$ cat src/design/dofe_pkg.sv
// shared types and option codes for the dhcp option field extractor
`timescale 1ns / 1ps

package dofe_pkg;

	localparam logic [7:0] OPT_PAD    = 8'd0;
	localparam logic [7:0] OPT_END    = 8'd255;
	localparam logic [7:0] OPT_SUBNET = 8'd1;
	localparam logic [7:0] OPT_ROUTER = 8'd3;
	localparam logic [7:0] OPT_DNS    = 8'd6;
	localparam logic [7:0] OPT_LEASE  = 8'd51;
	localparam logic [7:0] OPT_TYPE   = 8'd53;
	localparam logic [7:0] OPT_SERVER = 8'd54;

	localparam int unsigned NUM_SLOTS = 5;

	localparam logic [2:0] SLOT_SUBNET = 3'd0;
	localparam logic [2:0] SLOT_ROUTER = 3'd1;
	localparam logic [2:0] SLOT_DNS    = 3'd2;
	localparam logic [2:0] SLOT_LEASE  = 3'd3;
	localparam logic [2:0] SLOT_SERVER = 3'd4;

	typedef enum logic [3:0] {
		PH_CODE  = 4'b0001,
		PH_LEN   = 4'b0010,
		PH_VALUE = 4'b0100,
		PH_DONE  = 4'b1000
	} phase_t;

	typedef struct packed {
		logic [7:0]  dhcp_type;
		logic [31:0] netmask;
		logic        subnet_valid;
		logic [31:0] router_addr;
		logic        router_valid;
		logic [31:0] dns_server;
		logic        dns_valid;
		logic [31:0] lease_seconds;
		logic        lease_valid;
		logic [31:0] server_id;
		logic        server_valid;
		logic        end_found;
	} result_t;

	typedef struct packed {
		logic emit;
		logic in_done;
	} parse_stat_t;

endpackage

$ cat src/design/dofe_in_if.sv
// input channel: one options byte per word
`timescale 1ns / 1ps

interface dofe_in_if;
	logic       valid;
	logic       ready;
	logic [7:0] data_byte;
	logic       first;
	logic       last;

	modport source (output valid, output data_byte, output first, output last, input ready);
	modport sink (input valid, input data_byte, input first, input last, output ready);
endinterface

$ cat src/design/dofe_out_if.sv
// output channel: at most one extracted option set per packet
`timescale 1ns / 1ps

interface dofe_out_if;
	logic        valid;
	logic        ready;
	logic [7:0]  dhcp_type;
	logic [31:0] netmask;
	logic        subnet_valid;
	logic [31:0] router_addr;
	logic        router_valid;
	logic [31:0] dns_server;
	logic        dns_valid;
	logic [31:0] lease_seconds;
	logic        lease_valid;
	logic [31:0] server_id;
	logic        server_valid;
	logic        end_found;

	modport source (
		output valid, input ready,
		output dhcp_type, output netmask, output subnet_valid,
		output router_addr, output router_valid, output dns_server, output dns_valid,
		output lease_seconds, output lease_valid, output server_id, output server_valid,
		output end_found
	);
	modport sink (
		input valid, output ready,
		input dhcp_type, input netmask, input subnet_valid,
		input router_addr, input router_valid, input dns_server, input dns_valid,
		input lease_seconds, input lease_valid, input server_id, input server_valid,
		input end_found
	);
endinterface

$ cat src/design/dofe_parser.sv
// option record walker: parse state, captures and next-result logic
`timescale 1ns / 1ps

module dofe_parser
	import dofe_pkg::*;
(
	input  logic        clk,
	input  logic        arst_n,
	input  logic        step_en,
	input  logic [7:0]  data_byte,
	input  logic        first,
	input  logic        last,
	output parse_stat_t stat,
	output result_t     res
);

	phase_t      phase_q, phase_c, phase_n;
	logic [7:0]  code_q, code_c, code_n;
	logic [7:0]  left_q, left_c, left_n;
	logic [2:0]  cnt_q, cnt_c, cnt_n;
	logic [31:0] shift_q, shift_c, shift_n;
	logic        tseen_q, tseen_c, tseen_n;
	logic [7:0]  tval_q, tval_c, tval_n;
	logic [31:0] cap_q [NUM_SLOTS];
	logic [31:0] cap_c [NUM_SLOTS];
	logic [31:0] cap_n [NUM_SLOTS];
	logic [NUM_SLOTS-1:0] flags_q, flags_c, flags_n;
	logic        emit;
	logic        end_f;

	always_comb begin
		// first clears the whole state before the byte is taken
		phase_c = first ? PH_CODE : phase_q;
		code_c  = first ? 8'd0 : code_q;
		left_c  = first ? 8'd0 : left_q;
		cnt_c   = first ? 3'd0 : cnt_q;
		shift_c = first ? 32'd0 : shift_q;
		tseen_c = first ? 1'b0 : tseen_q;
		tval_c  = first ? 8'd0 : tval_q;
		flags_c = first ? '0 : flags_q;
		for (int i = 0; i < NUM_SLOTS; i++) begin
			cap_c[i] = first ? 32'd0 : cap_q[i];
		end

		phase_n = phase_c;
		code_n  = code_c;
		left_n  = left_c;
		cnt_n   = cnt_c;
		shift_n = shift_c;
		tseen_n = tseen_c;
		tval_n  = tval_c;
		flags_n = flags_c;
		for (int i = 0; i < NUM_SLOTS; i++) begin
			cap_n[i] = cap_c[i];
		end
		emit  = 1'b0;
		end_f = 1'b0;

		unique case (phase_c)
			PH_CODE: begin
				if (data_byte == OPT_END) begin
					emit    = 1'b1;
					end_f   = 1'b1;
					phase_n = PH_DONE;
				end else if (data_byte != OPT_PAD) begin
					code_n  = data_byte;
					phase_n = PH_LEN;
				end
			end
			PH_LEN: begin
				left_n  = data_byte;
				cnt_n   = 3'd0;
				shift_n = 32'd0;
				phase_n = (data_byte == 8'd0) ? PH_CODE : PH_VALUE;
			end
			PH_VALUE: begin
				if (cnt_c < 3'd4) begin
					shift_n = {shift_c[23:0], data_byte};
				end
				if (cnt_c < 3'd5) begin
					cnt_n = cnt_c + 3'd1;
				end
				left_n = left_c - 8'd1;
				if (left_n == 8'd0) begin
					if (code_c == OPT_TYPE && cnt_n == 3'd1 && !tseen_c) begin
						tseen_n = 1'b1;
						tval_n  = shift_n[7:0];
					end
					// exact length four options
					if (cnt_n == 3'd4) begin
						if (code_c == OPT_SUBNET) begin
							cap_n[SLOT_SUBNET]   = shift_n;
							flags_n[SLOT_SUBNET] = 1'b1;
						end else if (code_c == OPT_LEASE) begin
							cap_n[SLOT_LEASE]   = shift_n;
							flags_n[SLOT_LEASE] = 1'b1;
						end else if (code_c == OPT_SERVER) begin
							cap_n[SLOT_SERVER]   = shift_n;
							flags_n[SLOT_SERVER] = 1'b1;
						end
					end
					phase_n = PH_CODE;
				end
				// router and dns take the fourth byte as it arrives
				if (cnt_c == 3'd3) begin
					if (code_c == OPT_ROUTER) begin
						cap_n[SLOT_ROUTER]   = shift_n;
						flags_n[SLOT_ROUTER] = 1'b1;
					end else if (code_c == OPT_DNS) begin
						cap_n[SLOT_DNS]   = shift_n;
						flags_n[SLOT_DNS] = 1'b1;
					end
				end
			end
			PH_DONE: begin
			end
			default: begin
			end
		endcase

		if (phase_c != PH_DONE && !emit && last) begin
			emit    = 1'b1;
			end_f   = 1'b0;
			phase_n = PH_DONE;
		end
	end

	always_ff @(posedge clk or negedge arst_n) begin
		if (!arst_n) begin
			phase_q <= PH_CODE;
			code_q  <= 8'd0;
			left_q  <= 8'd0;
			cnt_q   <= 3'd0;
			shift_q <= 32'd0;
			tseen_q <= 1'b0;
			tval_q  <= 8'd0;
			flags_q <= '0;
			for (int i = 0; i < NUM_SLOTS; i++) begin
				cap_q[i] <= 32'd0;
			end
		end else if (step_en) begin
			phase_q <= phase_n;
			code_q  <= code_n;
			left_q  <= left_n;
			cnt_q   <= cnt_n;
			shift_q <= shift_n;
			tseen_q <= tseen_n;
			tval_q  <= tval_n;
			flags_q <= flags_n;
			for (int i = 0; i < NUM_SLOTS; i++) begin
				cap_q[i] <= cap_n[i];
			end
		end
	end

	assign stat.emit    = emit;
	assign stat.in_done = (phase_c == PH_DONE);

	assign res.dhcp_type     = tseen_n ? tval_n : 8'd0;
	assign res.netmask       = cap_n[SLOT_SUBNET];
	assign res.subnet_valid  = flags_n[SLOT_SUBNET];
	assign res.router_addr   = cap_n[SLOT_ROUTER];
	assign res.router_valid  = flags_n[SLOT_ROUTER];
	assign res.dns_server    = cap_n[SLOT_DNS];
	assign res.dns_valid     = flags_n[SLOT_DNS];
	assign res.lease_seconds = cap_n[SLOT_LEASE];
	assign res.lease_valid   = flags_n[SLOT_LEASE];
	assign res.server_id     = cap_n[SLOT_SERVER];
	assign res.server_valid  = flags_n[SLOT_SERVER];
	assign res.end_found     = end_f;

endmodule

$ cat src/design/dhcp_option_field_extractor.sv
// top level: input register, option parser and result register
//
// channel   dir  word                       payload
// options   in   one options byte           data_byte[7:0], first, last
// result    out  at most one set per packet dhcp_type .. server_valid, end_found
//
// one byte is taken every cycle while no closing byte is held; a result enters the result
// register when the byte that closes the packet steps out of the input register
// the rate is set by the single parse step between the input and result registers
// arst_n clears the parse state to expect a code and empties both registers
// a byte that closes a packet waits in the input register while an earlier result
// is not yet taken; other bytes keep flowing
`timescale 1ns / 1ps

module dhcp_option_field_extractor
	import dofe_pkg::*;
(
	input  logic       clk,
	input  logic       arst_n,
	dofe_in_if.sink    options,
	dofe_out_if.source result
);

	logic        v_s1;
	logic [7:0]  byte_s1;
	logic        first_s1;
	logic        last_s1;
	logic        adv;
	logic        out_valid_q;
	result_t     res_q;
	result_t     res_c;
	parse_stat_t stat;

	dofe_parser u_parser (
		.clk       (clk),
		.arst_n    (arst_n),
		.step_en   (adv),
		.data_byte (byte_s1),
		.first     (first_s1),
		.last      (last_s1),
		.stat      (stat),
		.res       (res_c)
	);

	// hold the word only when it would emit into a full, stalled result register
	assign adv           = v_s1 && !(stat.emit && out_valid_q && !result.ready);
	assign options.ready = !v_s1 || adv;

	always_ff @(posedge clk or negedge arst_n) begin
		if (!arst_n) begin
			v_s1 <= 1'b0;
		end else if (options.ready) begin
			v_s1 <= options.valid;
		end
	end

	always_ff @(posedge clk) begin
		if (options.ready && options.valid) begin
			byte_s1  <= options.data_byte;
			first_s1 <= options.first;
			last_s1  <= options.last;
		end
	end

	always_ff @(posedge clk or negedge arst_n) begin
		if (!arst_n) begin
			out_valid_q <= 1'b0;
		end else if (adv && stat.emit) begin
			out_valid_q <= 1'b1;
		end else if (result.ready) begin
			out_valid_q <= 1'b0;
		end
	end

	always_ff @(posedge clk) begin
		if (adv && stat.emit) begin
			res_q <= res_c;
		end
	end

	assign result.valid         = out_valid_q;
	assign result.dhcp_type     = res_q.dhcp_type;
	assign result.netmask       = res_q.netmask;
	assign result.subnet_valid  = res_q.subnet_valid;
	assign result.router_addr   = res_q.router_addr;
	assign result.router_valid  = res_q.router_valid;
	assign result.dns_server    = res_q.dns_server;
	assign result.dns_valid     = res_q.dns_valid;
	assign result.lease_seconds = res_q.lease_seconds;
	assign result.lease_valid   = res_q.lease_valid;
	assign result.server_id     = res_q.server_id;
	assign result.server_valid  = res_q.server_valid;
	assign result.end_found     = res_q.end_found;

	a_stall_blocks_input: assert property (@(posedge clk) disable iff (!arst_n)
		v_s1 && stat.emit && out_valid_q && !result.ready |-> !options.ready)
		else $error("closing word advanced into a stalled result register");

	a_emit_loads_result: assert property (@(posedge clk) disable iff (!arst_n)
		adv && stat.emit |=> out_valid_q)
		else $error("emitted result not held in result register");

	a_done_is_quiet: assert property (@(posedge clk) disable iff (!arst_n)
		v_s1 && stat.in_done |-> !stat.emit)
		else $error("result emitted after packet already closed");

endmodule

$ cat src/flat_wrapper.sv
// flat-port wrapper written by rule: the top's interface ports become plain ports
module dhcp_option_field_extractor_flat import dofe_pkg::*;
  (clk, arst_n, options_valid, options_data_byte, options_first, options_last, options_ready, result_valid, result_ready, result_dhcp_type, result_netmask, result_subnet_valid, result_router_addr, result_router_valid, result_dns_server, result_dns_valid, result_lease_seconds, result_lease_valid, result_server_id, result_server_valid, result_end_found);
  dofe_in_if options_i ();
  dofe_out_if result_i ();
  input  logic clk;
  input  logic arst_n;
  input wire logic [$bits(options_i.valid)-1:0] options_valid;
  input wire logic [$bits(options_i.data_byte)-1:0] options_data_byte;
  input wire logic [$bits(options_i.first)-1:0] options_first;
  input wire logic [$bits(options_i.last)-1:0] options_last;
  output wire logic [$bits(options_i.ready)-1:0] options_ready;
  output wire logic [$bits(result_i.valid)-1:0] result_valid;
  input wire logic [$bits(result_i.ready)-1:0] result_ready;
  output wire logic [$bits(result_i.dhcp_type)-1:0] result_dhcp_type;
  output wire logic [$bits(result_i.netmask)-1:0] result_netmask;
  output wire logic [$bits(result_i.subnet_valid)-1:0] result_subnet_valid;
  output wire logic [$bits(result_i.router_addr)-1:0] result_router_addr;
  output wire logic [$bits(result_i.router_valid)-1:0] result_router_valid;
  output wire logic [$bits(result_i.dns_server)-1:0] result_dns_server;
  output wire logic [$bits(result_i.dns_valid)-1:0] result_dns_valid;
  output wire logic [$bits(result_i.lease_seconds)-1:0] result_lease_seconds;
  output wire logic [$bits(result_i.lease_valid)-1:0] result_lease_valid;
  output wire logic [$bits(result_i.server_id)-1:0] result_server_id;
  output wire logic [$bits(result_i.server_valid)-1:0] result_server_valid;
  output wire logic [$bits(result_i.end_found)-1:0] result_end_found;
  assign options_i.valid = options_valid;
  assign options_i.data_byte = options_data_byte;
  assign options_i.first = options_first;
  assign options_i.last = options_last;
  assign options_ready = options_i.ready;
  assign result_valid = result_i.valid;
  assign result_i.ready = result_ready;
  assign result_dhcp_type = result_i.dhcp_type;
  assign result_netmask = result_i.netmask;
  assign result_subnet_valid = result_i.subnet_valid;
  assign result_router_addr = result_i.router_addr;
  assign result_router_valid = result_i.router_valid;
  assign result_dns_server = result_i.dns_server;
  assign result_dns_valid = result_i.dns_valid;
  assign result_lease_seconds = result_i.lease_seconds;
  assign result_lease_valid = result_i.lease_valid;
  assign result_server_id = result_i.server_id;
  assign result_server_valid = result_i.server_valid;
  assign result_end_found = result_i.end_found;
  dhcp_option_field_extractor u_core (.clk(clk), .arst_n(arst_n), .options(options_i), .result(result_i));
endmodule
$ cat config.mk
export PLATFORM = sky130hd
export DESIGN_NAME = dhcp_option_field_extractor_flat
export DESIGN_NICKNAME = d
export VERILOG_FILES = /design/src/design/dofe_pkg.sv /design/src/design/dofe_in_if.sv /design/src/design/dofe_out_if.sv /design/src/design/dofe_parser.sv /design/src/design/dhcp_option_field_extractor.sv /design/src/flat_wrapper.sv
export SDC_FILE = /design/constraint.sdc
export NUM_CORES = 1
export LEC_CHECK = 0
export BUFFER_PORTS_ARGS = -buffer_cell sky130_fd_sc_hd__buf_2
export CAP_MARGIN = 10
export CORE_MARGIN = 5
export CORE_UTILIZATION = 45
export CTS_BUF_LIST = sky130_fd_sc_hd__clkbuf_4
export CTS_CLUSTER_SIZE = 12
export DETAILED_ROUTE_END_ITERATION = 7
export PLACE_DENSITY = 0.74
export SLEW_MARGIN = 5
export SYNTH_ARGS = -nofsm -noshare
export SYNTH_HDL_FRONTEND = slang
export SYNTH_SLANG_ARGS = --single-unit
$ cat constraint.sdc
create_clock -name clk -period 14.9 [get_ports clk]
set_input_delay 2.98 -clock clk [delete_from_list [all_inputs] [get_ports clk]]
set_output_delay 2.98 -clock clk [all_outputs]
set_load 0.02 [all_outputs]
* Yosys cells after proc, flatten, opt, wreduce, memory -nomap -nowiden *
Cells that the tools add are included.

storage, ports and cells
  register bits after elaboration = 415
  bits of input ports = 14
  output and inout bits = 176
  word-level logic and storage cells = 134

cells by class
  add/subtract/negate cells = 2
  magnitude comparators = 2
  eq/ne operators = 14
  multiplexer cells = 67
  reductions and logical operators = 19

operator list
  operator                                                            count
  32-bit two-way mux                                                  16
  64-bit two-way mux                                                  4
  160-bit two-way mux                                                 1
  8-bit two-way mux                                                   9
  32-bit case mux with 2 select lines                                 1
  8-bit by 6-bit == test with 1-bit output, second input constant     3
  4-bit two-way mux                                                   5
  1-bit two-way mux                                                   18
  8-bit zero test                                                     2
  8-bit case mux with 2 select lines                                  1
  3-bit two-way mux                                                   4
  4-bit case mux with 3 select lines                                  1
  5-bit two-way mux                                                   2
  1-bit logical AND                                                   9
  8-bit by 1-bit == test with 1-bit output, second input constant     1
  8-bit by 2-bit == test with 1-bit output, second input constant     1
  8-bit by 3-bit == test with 1-bit output, second input constant     1
  8-bit == test, second input constant                                1
  2-bit two-way mux                                                   4
  8-bit nonzero test                                                  1
  8-bit by 1-bit subtractor with 8-bit output, second input constant  1
  3-bit < comparator, second input constant                           2
  3-bit case mux with 2 select lines                                  1
  1-bit zero test                                                     5
  10 further kinds                                                    10

* Longest topological paths before layout *
  depth in word-level cells = 13
  mapped depth = 16
  mapped depth without buffers = 9

* Cells and area by module *
A second synthesis with hierarchy kept.

unflattened totals
  cells, all modules = 1482
  area total of the unflattened synthesis = 17914.7 um^2

by module, submodules not included
  module                       instances  cells an instance  area each (um^2)  sequential area each (um^2)
  dofe_parser                  1          1288               12283.0           5731.7
  dhcp_option_field_extractor  1          194                5631.7            5575.3

* Least setup slack after synthesis *
No wires, ideal clock.

  kind = input -> register
  from = input port result_ready
  to = register u_core.out_valid_q, in the netlist u_core.result.valid
  library setup time = 0.091 ns
  arrival time = 8.140 ns
  required time = 14.809 ns
  slack = 6.669 ns
  cell stages on the path = 6
  path buffers = 1
  cell sequence = nand2b_1 a311o_1 and3_4 buf_2 and2_1 or2_2

on the way
  word-level cells in the longest chain between the ends = 6
  elaborated cells between the ends (all ways) = 7
  those cells by class = 1 x mux; 6 x reduce/logical

ends and longest elaborated chain
  item                                                            RTL line                           source
  start, declared                                                 flat_wrapper.sv:14                 input wire logic [$bits(result_i.ready)-1:0] result_ready;
  1-bit zero test                                                 dhcp_option_field_extractor.sv:46  assign adv = v_s1 && !(stat.emit && out_valid_q && !result.ready);
  1-bit logical AND                                               dhcp_option_field_extractor.sv:46
  1-bit zero test                                                 dhcp_option_field_extractor.sv:46
  1-bit logical AND                                               dhcp_option_field_extractor.sv:46
  1-bit logical AND                                               dhcp_option_field_extractor.sv:68  end else if (adv && stat.emit) begin
  1-bit two-way mux / 2-bit nonzero test (equally long branches)  --
  end signal, assigned                                            dhcp_option_field_extractor.sv:67  out_valid_q <= 1'b0;
  end signal, assigned                                            dhcp_option_field_extractor.sv:69  out_valid_q <= 1'b1;
  end signal, assigned                                            dhcp_option_field_extractor.sv:71  out_valid_q <= 1'b0;
  end, declared                                                   dhcp_option_field_extractor.sv:29  logic out_valid_q;

Parallel ways exist; a longest one is shown, timed or not.
A chain may end at the register's enable or synchronous reset.

* Final worst setup path *
  from = input port result_ready
  to = output port options_ready

on the way
  word-level cells in the longest chain between the ends = 5

ends and longest elaborated chain
  item               RTL line                           source
  1-bit zero test    dhcp_option_field_extractor.sv:46
  1-bit logical AND  dhcp_option_field_extractor.sv:46
  1-bit zero test    dhcp_option_field_extractor.sv:46
  1-bit logical AND  dhcp_option_field_extractor.sv:46
  1-bit logical OR   dhcp_option_field_extractor.sv:47  assign options.ready = !v_s1 || adv;
  end, declared      flat_wrapper.sv:12                 output wire logic [$bits(options_i.ready)-1:0] options_ready;

No other way between the ends.

==> out/summary.txt <==
Post-DP HPWL: 29100 um
most instantiated cells after synthesis: nand2_1 (262), dfrtp_1 (230), o21ai_0 (221)
Total Wirelength: 47600 um
TNS Setup: 0 ps
CTS resizes: 0
area share of the largest cell type after synthesis: 32.2%
number of synthesized flops with an enable pin: 184
Synth cell types: 75
Max Slew Vio Count: 0
Main synth FF type: dfrtp_1
Crit Path Max Fanout: 3
routability-driven placement congestion ratio: 0.858
clk_skew: 36.8 ps
Core Area: 39500 um^2
hold depth: 2
first-pass GRT wire length: 75400 um
setup violators final: 0
post-route DRC violation count: 0
warnings from Yosys: 0
syn_nets: 1616
Worst Hold Launch: u_core.u_parser.flags_q[1]
Gate Count Post-Synth: 1598
clock slew at reported path FFs: 60 ps
Seq/Total Area, Yosys: 63.3%
final period utilization: 43.6%
HP Class: flip-flop to flip-flop
unrepaired setup endpoints after global routing: no
die height: 209 um
fillers: 3511
FF-to-FF End: u_core.result.netmask[28]
Mapped Area: 17900 um^2
largest cells by area after synthesis: dfrtp_1 (32%), edfxtp_1 (31%), o21ai_0 (6.2%), nand2_1 (5.5%), nand3_1 (3.7%)
status: finished clean
Initial Util: 45.2%
clock tree root buffer cell: clkbuf_4
vias in the first global route: 13427
startpoint class of the critical path: input pin
Clock Path Buffers: 3
Hold Path End: u_core.u_parser.flags_q[1]
Worst R2R Path Depth: 8
hold_buf cts: 0
Vias: 13512
# IOs: 190
r2r startpoint: u_core.first_s1
row cnt: 73
Area Overhead vs Synth: 14.2%
minimum clock period after layout: 6500 ps
syn_area_per_cell: 11.2 um^2
CP Capture Type: output port
htree depth: 3
Pwr Total: 0.00265 W
CTS tree: done
GRT Total Usage: 21.5%
Detail Route Antenna Nets: 0
largest net degree at the start of global routing: 105
R2R setup slack: 10000 ps
drt wl/cell: 19.8 um
worst-skew pair later-pin latency: 790 ps
1st-iter DRT viols: 1013
Die Wd: 209 um
leakage: 8.30 nW
Yosys reg bits: 415
CP Data Arrival Time: 3520 ps
post-synth top area cell: dfrtp_1
crit-path most repeated cell: buf_2
CP max-delay cell: buf_2
max_cap viols: 0
share of layout cells above drive strength 1: 24.5%
Setup Buffers After CTS: 0
asr flop ratio synth: 55.7%
Final Hold Fails: 0
worst path required time: 11920 ps
worst slew pin tran: 1150 ps
Fmax achieved: 154 MHz
initial antenna violation count: 2
Pre-antenna DRT Iters: 7
IO buf count: 189
grt ovf: 0
Slew headroom: 22.9%
P per Cell Area: 130 nW/um^2
Via density: 5.64
crit-path max cell delay: 190 ps
top-count cell post-synth: nand2_1
Die ar.: 43800 um^2
clock sinks: 415
Setup CP Type: input pin to output port
final layout net count: 1795
CTS buffer count: 105
VDD IR-drop max: 0.0728 mV
crit-path cells: buf_2 -> nor2b_1 -> nand3_1 -> buf_2
worst max path at each step:
stage	start	endpoint	slack, ps	depth (start not counted)
5_1_grt	result_ready	options_ready	8330	4
6_report	result_ready	options_ready	8400	4
4_1_cts	result_ready	options_ready	8380	4
3_3_place_gp	result_ready	options_ready	8370	4
3_5_place_dp	result_ready	options_ready	8390	4
2_1_floorplan	result_ready	u_core.result.valid	6670	6
metal layers:
metal / GRT usage [%] / vias to the layer above / routed length, um
li1: - / 6253 / -
met1: 29.6 / 6617 / 20000
met2: 34.2 / 550 / 22800
met3: 4.89 / 92 / 3670
met4: 7.00 / 0 / 1110
met5: 0 / - / 0
cells in the final DEF, fill, tap and decap left out, types with 34 or more instances in the layout:
| master | instances |
|---|---|
| dfrtp_1 | 230 |
| clkinv_1 | 34 |
| o21ai_0 | 221 |
| a22oi_1 | 35 |
| nand2_1 | 262 |
| clkbuf_4 | 150 |
| o21ai_1 | 88 |
| o211ai_1 | 64 |
| edfxtp_1 | 184 |
| buf_2 | 188 |
| nand3_1 | 132 |
sequential cells by signal (all words and copies together) (netlist names), 3 cells and up:
name	count
u_core.result.server_id	32
u_core.u_parser.cnt_q	3
u_core.result.netmask	32
u_core.u_parser.phase_q	4
u_core.result.dns_server	32
u_core.u_parser.code_q	8
u_core.u_parser.cap_q	160
u_core.u_parser.tval_q	8
u_core.u_parser.shift_q	32
u_core.result.router_addr	32
u_core.u_parser.flags_q	5
u_core.result.dhcp_type	8
u_core.u_parser.left_q	8
u_core.byte_s1	8
u_core.result.lease_seconds	32
critical path, delay by kind of cell:
kind | cells | cell delay, ps
and+or+nand+nor | 2 | 260
buffers and inverters | 2 | 290
logic make-up after synthesis:
kind of cell	share of synthesized area, %
mux	2.08
flops	63.3
fa+ha+maj	0.280
compound gates	15.8
simple gates	13.9
xor+xnor	0.0980
buf+inv	4.50
per-stage QoR:
step	hold WS, ps	area [um^2]	utilization (%)	cells	worst slack (ps)
after floorplan	439	17900	-	1598	6670
after global placement	454	19000	48.0	2195	8370
after detailed placement	463	19000	48.0	2195	8390
after CTS	477	20400	51.6	2394	8380
after global routing	503	20400	51.6	2397	8330
final	475	20400	51.6	2397	8400
area by class of cell:
type | count | area (um^2) | share of cell area, %
antenna | 3 | 7.51 | 0.0368
timing repair buffer | 219 | 1180 | 5.78
clock inverter | 49 | 303 | 1.48
inverter | 10 | 40.0 | 0.196
clock buffer | 150 | 1130 | 5.51
sequential | 415 | 11300 | 55.4
tap | 525 | 657 | 3.22
multi-input combinational | 1026 | 5800 | 28.4
power breakdown:
group	internal, W	total, W	switching (W)
Combinational	0.0000950	0.000288	0.000193
Sequential	0.00130	0.00136	0.0000538
Clock	0.000537	0.00100	0.000466
Total	0.00193	0.00265	0.000714
(Power assumes the default switching activity.)
